`src/sv/bad_pkg.sv`:
```
// Shared constants, types and helpers for the box-average downscaler.
// No dependencies.
package bad_pkg;

  localparam int MAX_DST_WIDTH = 256;
  localparam int MAX_SRC_SIDE  = 1024;
  localparam int MAX_FACTOR    = 16;
  localparam int SUM_W         = 16;
  localparam int DIV_STEPS     = 8;
  localparam int FAC_STEPS     = 11;

  localparam logic [1:0] REG_SRC_W = 2'd0;
  localparam logic [1:0] REG_SRC_H = 2'd1;
  localparam logic [1:0] REG_DST_W = 2'd2;
  localparam logic [1:0] REG_DST_H = 2'd3;

  typedef struct packed {
    logic [4:0] f;
    logic       clamped;
  } fac_t;

  typedef enum logic [3:0] {
    ST_CALC = 4'b0001,
    ST_IDLE = 4'b0010,
    ST_RMW  = 4'b0100,
    ST_DIV  = 4'b1000
  } state_t;

  // Zero reads as one, values above hi saturate.
  function automatic logic [10:0] clamp_side(input logic [10:0] v, input logic [10:0] hi);
    logic [10:0] r;
    r = v;
    if (v == 11'd0) r = 11'd1;
    else if (v > hi) r = hi;
    return r;
  endfunction

endpackage

```
`src/sv/bad_factor.sv`:
```
// Block side unit: two shift-subtract dividers for the ceiling ratios.
// Depends on bad_pkg.
module bad_factor import bad_pkg::*; (
  input  logic        clk,
  input  logic        rst,
  input  logic        start,
  input  logic [10:0] sw,
  input  logic [10:0] sh,
  input  logic [8:0]  dw,
  input  logic [8:0]  dh,
  output logic        done,
  output fac_t        fac
);
  logic        load_req;
  logic        busy;
  logic [3:0]  cnt;
  logic [10:0] nx, ny, qx, qy;
  logic [8:0]  rx, ry;
  logic [9:0]  tx, ty;
  logic [11:0] sx, sy;
  logic [10:0] fm;

  assign tx = {rx, nx[10]};
  assign ty = {ry, ny[10]};
  assign sx = {1'b0, sw} + {3'b0, dw} - 12'd1;
  assign sy = {1'b0, sh} + {3'b0, dh} - 12'd1;
  assign fm = (qx > qy) ? qx : qy;

  always_ff @(posedge clk) begin
    done <= 1'b0;
    if (rst || start) begin
      load_req <= 1'b1;
      busy     <= 1'b0;
    end else if (load_req) begin
      load_req <= 1'b0;
      busy     <= 1'b1;
      cnt      <= '0;
      nx       <= sx[10:0];
      ny       <= sy[10:0];
      rx       <= '0;
      ry       <= '0;
    end else if (busy) begin
      nx <= {nx[9:0], 1'b0};
      ny <= {ny[9:0], 1'b0};
      if (tx >= {1'b0, dw}) begin
        rx <= 9'(tx - {1'b0, dw});
        qx <= {qx[9:0], 1'b1};
      end else begin
        rx <= tx[8:0];
        qx <= {qx[9:0], 1'b0};
      end
      if (ty >= {1'b0, dh}) begin
        ry <= 9'(ty - {1'b0, dh});
        qy <= {qy[9:0], 1'b1};
      end else begin
        ry <= ty[8:0];
        qy <= {qy[9:0], 1'b0};
      end
      cnt <= cnt + 4'd1;
      if (cnt == 4'(FAC_STEPS - 1)) begin
        busy <= 1'b0;
        done <= 1'b1;
      end
    end
  end

  always_comb begin
    if (fm > 11'(MAX_FACTOR)) begin
      fac.f       = 5'(MAX_FACTOR);
      fac.clamped = 1'b1;
    end else begin
      fac.f       = fm[4:0];
      fac.clamped = 1'b0;
    end
  end
endmodule

```
`config.mk`:
```
export PLATFORM = sky130hd
export DESIGN_NAME = bad_factor
export DESIGN_NICKNAME = d
export VERILOG_FILES = /design/src/sv/bad_pkg.sv /design/src/sv/bad_factor.sv
export SDC_FILE = /design/constraint.sdc
export NUM_CORES = 1
export LEC_CHECK = 0
export ABC_AREA = 1
export BUFFER_PORTS_ARGS = -buffer_cell sky130_fd_sc_hd__buf_4
export CAP_MARGIN = 20
export CELL_PAD_IN_SITES_DETAIL_PLACEMENT = 1
export CELL_PAD_IN_SITES_GLOBAL_PLACEMENT = 2
export CORE_MARGIN = 2
export CORE_UTILIZATION = 38
export CTS_BUF_LIST = sky130_fd_sc_hd__clkbuf_2 sky130_fd_sc_hd__clkbuf_4 sky130_fd_sc_hd__clkbuf_8
export CTS_CLUSTER_DIAMETER = 50
export DETAILED_ROUTE_END_ITERATION = 6
export PLACE_DENSITY_LB_ADDON = 0.1
export SYNTH_ARGS = -nofsm -noshare
export SYNTH_HDL_FRONTEND = slang
export SYNTH_SLANG_ARGS = --single-unit
```
`constraint.sdc`:
```
create_clock -name clk -period 6.1 [get_ports clk]
set_input_delay 1.22 -clock clk [delete_from_list [all_inputs] [get_ports clk]]
set_output_delay 1.22 -clock clk [all_outputs]
set_load 0.005 [all_outputs]
```
## Word level (Yosys, flattened, before mapping)

Index checks and enable logic that the tools add are counted.

| word-level totals | value |
|---|---|
| logic and storage cells | 48 |
| output and inout bits | 7 |
| bits in registers | 69 |
| input port bits | 43 |

| operators by class | value |
|---|---|
| add/subtract/negate cells | 7 |
| bitwise gates (word level) | 3 |
| reductions and logical operators | 5 |
| eq/ne operators | 1 |
| muxes and demuxes | 18 |
| $lt $le $gt $ge | 4 |

Operators by type and width:

| cell | number |
|---|---|
| 11-bit two-way mux | 5 |
| 9-bit two-way mux | 4 |
| 11-bit by 9-bit adder with 11-bit output | 2 |
| 11-bit by 1-bit subtractor with 11-bit output, second input constant | 2 |
| 10-bit by 9-bit greater-or-equal comparator with 1-bit output | 2 |
| 9-bit subtractor | 2 |
| 11-bit greater-than comparator | 1 |
| 11-bit by 5-bit greater-than comparator with 1-bit output, second input constant | 1 |
| 1-bit two-way mux | 7 |
| 6-bit two-way mux | 1 |
| 4-bit by 1-bit adder with 4-bit output, second input constant | 1 |
| 4-bit == test, second input constant | 1 |
| 4-bit two-way mux | 1 |
| 1-bit inverter | 3 |
| 3-bit AND reduction | 1 |
| 3-bit OR reduction | 1 |
| 2-bit AND reduction | 1 |
| 2-bit nonzero test | 1 |
| 1-bit logical OR | 1 |

## Depth between registers and ports, before layout

| logic depth | value |
|---|---|
| word-level depth | 4 |
| gate-level depth with buffers | 16 |
| gate-level depth less buffers | 16 |

## Worst setup path after synthesis

No wires, ideal clock.

| path | value |
|---|---|
| path kind | input-to-reg |
| from | in start |
| to | reg cnt[0], enable pin |
| cell stages on the path | 3 |
| arrival time | 4.525 ns |
| library setup time | 0.506 ns |
| buffers on the path | 0 |
| path slack | 1.068 ns |
| cells stage by stage | nor2_1 -> inv_1 -> o21ai_0 |

| between the ends | value |
|---|---|
| word-level cells in the longest chain between the ends | 3 |

RTL lines:

| item | line | text |
|---|---|---|
| start: declaration | bad_factor.sv:6 | `input logic start,` |
| 1-bit logical OR | bad_factor.sv:31 | `if (rst \|\| start) begin` |
| 1-bit inverter (no source line) | n/a |  |
| 2-bit AND reduction (no source line) | n/a |  |
| end signal: assignment | bad_factor.sv:59 | `cnt <= cnt + 4'd1;` |
| end: declaration | bad_factor.sv:16 | `logic [3:0] cnt;` |

No other way between the ends.
A chain may end at the register's enable or synchronous reset.

==> qor.csv <==
stage,metric,value,unit
placed_design,IO buf count,49,
worst_setup_path,worst endpoint required time,4.88,ns
cts,clock insertion delay at the later pin of the skew report,0.36,ns
floorplanning,die footprint,0.01437,mm²
timing,final worst slack,2.456,ns
detailed_routing,number of search-and-repair iterations in the first detailed-routing pass,4,
timing,final-report hold violation count,0,
logic_synthesis,cell taking the most area after synthesis,sky130_fd_sc_hd__edfxtp_1,
worst_setup_path,type of element launching the critical path,flip-flop,
power,worst vdd ir,0.08412,mV
floorplanning,die width,119.9,µm
power,Internal Pwr Total,0.0008576,W
power,portion of total power attributed to combinational logic,24.1,%
logic_synthesis,net count after synthesis,699,
power,net switching power figure,0.0003718,W
layout,proportion of layout cells with a drive suffix above 1,13.69,%
cts,Post CTS Setup Buffer Count,0,
power,pwr/cell area,209.7,mW/mm²
hold_path,class of the most critical hold timing path,flip-flop to flip-flop,
grt,via count of the first global-routing pass,4150,
detailed_routing,violation count after the first detailed-route iteration,125,
timing,total of endpoints with negative setup slack in the final report,0,
logic_synthesis,total number of yosys warnings,0,
timing,max-slew violations,0,
power,part of the total power dissipated in sequential elements,46.0,%
worst_setup_path,library cell contributing the largest single delay on the critical path,sky130_fd_sc_hd__edfxtp_1,
logic_synthesis,most common cell in the netlist,sky130_fd_sc_hd__inv_1,
worst_setup_path,Setup CP Type,flip-flop to output pin,
floorplanning,core region area,0.01319,mm²
cts,post-CTS sizing,0,
worst_setup_path,delay of the slowest cell on the worst path,0.43,ns
logic_synthesis,synthesized cell area,0.005102,mm²
status,run status,completed,
cts,number of H-tree branching levels,3,
worst_setup_path,Setup crit start,qx[6]$_DFFE_PP_,
floorplanning,IO Pins,50,
power,power share of the clock group,29.9,%
worst_setup_path,crit-path max FO,7,
placed_design,RD Place Congestion,0.8265,
worst_setup_path,endpoint class of the critical path,output pin,
logic_synthesis,cell types occupying the most area after synthesis,"sky130_fd_sc_hd__edfxtp_1, sky130_fd_sc_hd__ha_1, sky130_fd_sc_hd__inv_1",
grt,number of antenna violations at the first check in global routing,0,
run,number of maximum-capacitance constraint violations,0,
layout,# fillers,1591,
grt,overall global routing resource usage,17.18,%
worst_setup_path,startpoint of the most critical register-to-register path,load_req$_DFF_P_,
cts,CTS root buffer,sky130_fd_sc_hd__clkbuf_8,
power,total power consumption of the routed design,0.001229,W
detailed_routing,detailed-route wire length,11450,µm
placed_design,half-perimeter wire length after placement,8922,µm
detailed_routing,Final ANT Viol Nets,0,
timing,peak clock frequency supported by timing,0.2744,GHz
logic_synthesis,Post-synth top cells,"sky130_fd_sc_hd__inv_1, sky130_fd_sc_hd__nand2_1, sky130_fd_sc_hd__ha_1",
placed_design,post-place setup slack,2.568,ns
layout,n_diodes,0,
logic_synthesis,Post-Syn Area per Cell,8.722,µm²
worst_setup_path,critical-path cell list,ha_1 > nand2_1 > inv_2 > nand2_1 > nor2_4 > nand4_4 > nand2_4 > nand4_1 > a21oi_4 > nand2_4 > nor2_2 > buf_4,
worst_setup_path,data arrival time of the critical path,2.42,ns
cts,TritonCTS clock tree,built,
logic_synthesis,share of Yosys cell area claimed by the top area cell type,38.84,%
detailed_routing,Via Count,3966,
grt,"Remaining Overflow, GRT",0,
logic_synthesis,fraction of the yosys area taken by sequential cells,40.02,%
layout,final net count,753,
power,Net Sw Frac,30.24,%
floorplanning,Placement Rows,42,
cts,number of buffers created by CTS,9,
cts,Sink Count,69,
logic_synthesis,distinct cell type count of the synthesized netlist,36,
timing,max-slew headroom at the worst pin,31.80,%
logic_synthesis,cells after synthesis,585,
logic_synthesis,async set-reset flop share out of synthesis,0,%
timing,transition time at the pin with the least slew margin,1.022,ns
logic_synthesis,number of enable-type register cells in the synthesized netlist,66,
timing,crit share post-route,59.74,%
timing,worst clock skew,0.004718,ns
cts,deepest clock path buffer count,2,
detailed_routing,wire length per cell after detailed routing,13.98,µm
timing,final critical-path required period,3.644,ns
detailed_routing,drt drc,0,
grt,wire length of the first global-routing pass,19620,µm
worst_setup_path,Bufs and invs on worst path,2,
cts,"Reg clk slew, reported paths",0.07,ns
hold_path,startpoint of the worst hold path,qy[8]$_DFFE_PP_,
floorplanning,initial core utilization,38.68,%
grt,pin count of the biggest net entering global routing,49,
timing,Setup Total Neg Slack,0,ns
cts,hold buffers post-CTS,0,
floorplanning,die boundary height,119.9,µm
logic_synthesis,prevailing post-synth register cell,sky130_fd_sc_hd__edfxtp_1,
power,leakage power total,2.808,nW
timing,unrepaired setup endpoints after global routing,false,
worst_setup_path,"CP delay by family, top",simple AND/OR/NAND/NOR gates,
detailed_routing,drt via density,4.842,
layout,area overhead of the layout relative to synthesis,14.88,%
logic_synthesis,flop and latch count out of synthesis,69,
kinds of logic (layout without fill, tap and decap cells):
group | count (synthesis) | in the layout | synth area share, %
adders and majority gates | 71 | 71 | 18.00
xor gates and xnor gates | 24 | 24 | 4.120
AOI/OAI and AO/OA | 106 | 106 | 11.89
and+or+nand+nor | 181 | 181 | 15.96
buffers and inverters | 134 | 192 | 10.00
DFF | 69 | 69 | 40.02
area by class of cell:
class	count	area (µm²)	share of cell area [%]
sequential	69	2042	34.83
clock inverter	6	55.05	0.9392
clock buffer	9	123.9	2.113
multi-input combinational	382	2561	43.69
timing repair buffer	52	390.4	6.660
tap	176	220.2	3.757
inverter	125	469.2	8.004
per-stage QoR:
step	cell area [µm²]	util, %	cells	hold slack [ns]
after floorplan	5102	-	585	0.4264
after global placement	5683	43.08	804	0.4306
after detailed placement	5683	43.08	804	0.4379
after CTS	5862	44.44	819	0.4569
after global routing	5862	44.44	819	0.4878
final	5862	44.44	819	0.4541
cells in the final DEF (no fill, tap or decap), drive strengths merged, types with 2 or more instances in the layout:
master and instances:
a211o 2, inv 125, o211ai 2, nor3 8, o21ai 40, buf 52
o311ai 2, xnor2 8, clkinv 4, edfxtp 66, nand2 107, a31oi 6
fa 4, dfxtp 3, xor2 16, a211oi 6, nand3 15, a21o 6
a21oi 41, ha 67, clkbuf 9, nor2 38, or2 4, nand4 7
metal layers:
layer	global-route usage, %	share of wire (%)
met1	22.56	49
met2	28.71	48
met3	2.852	1.8
met4	5.956	1.5
met5	0	0
path summary, 6_finish.rpt:
| kind | end | slack, ns | cells past startpoint |
|---|---|---|---|
| worst max register to register | ry[6]$_SDFFCE_PP0P_ | 3.58 | 4 |
| worst max-delay path | fac[3] | 2.46 | 12 |
| worst min-delay path | qy[9]$_DFFE_PP_ | 0.45 | 0 |
| worst min register to register | qy[9]$_DFFE_PP_ | 0.45 | 0 |
power by group through the flow:
| stage | combinational (W) | clock (W) | sequential, W |
|---|---|---|---|
| finish | 0.000296 | 0.000367 | 0.000566 |
| detailed placement | 0.000300 | 0 | 0.000577 |
| floorplan | 0.000218 | 0 | 0.000572 |
| CTS | 0.000302 | 0.000382 | 0.000566 |
| global placement | 0.000293 | 0 | 0.000576 |
| global route | 0.000345 | 0.000395 | 0.000569 |
flip-flops by register name, summed over array words and instances, names as in the netlist:
signal    count
qy           11
rx            9
nx           11
done          1
cnt           4
busy          1
load_req      1
ny           11
ry            9
qx           11
Note: power is estimated with default switching activity, not from simulation.
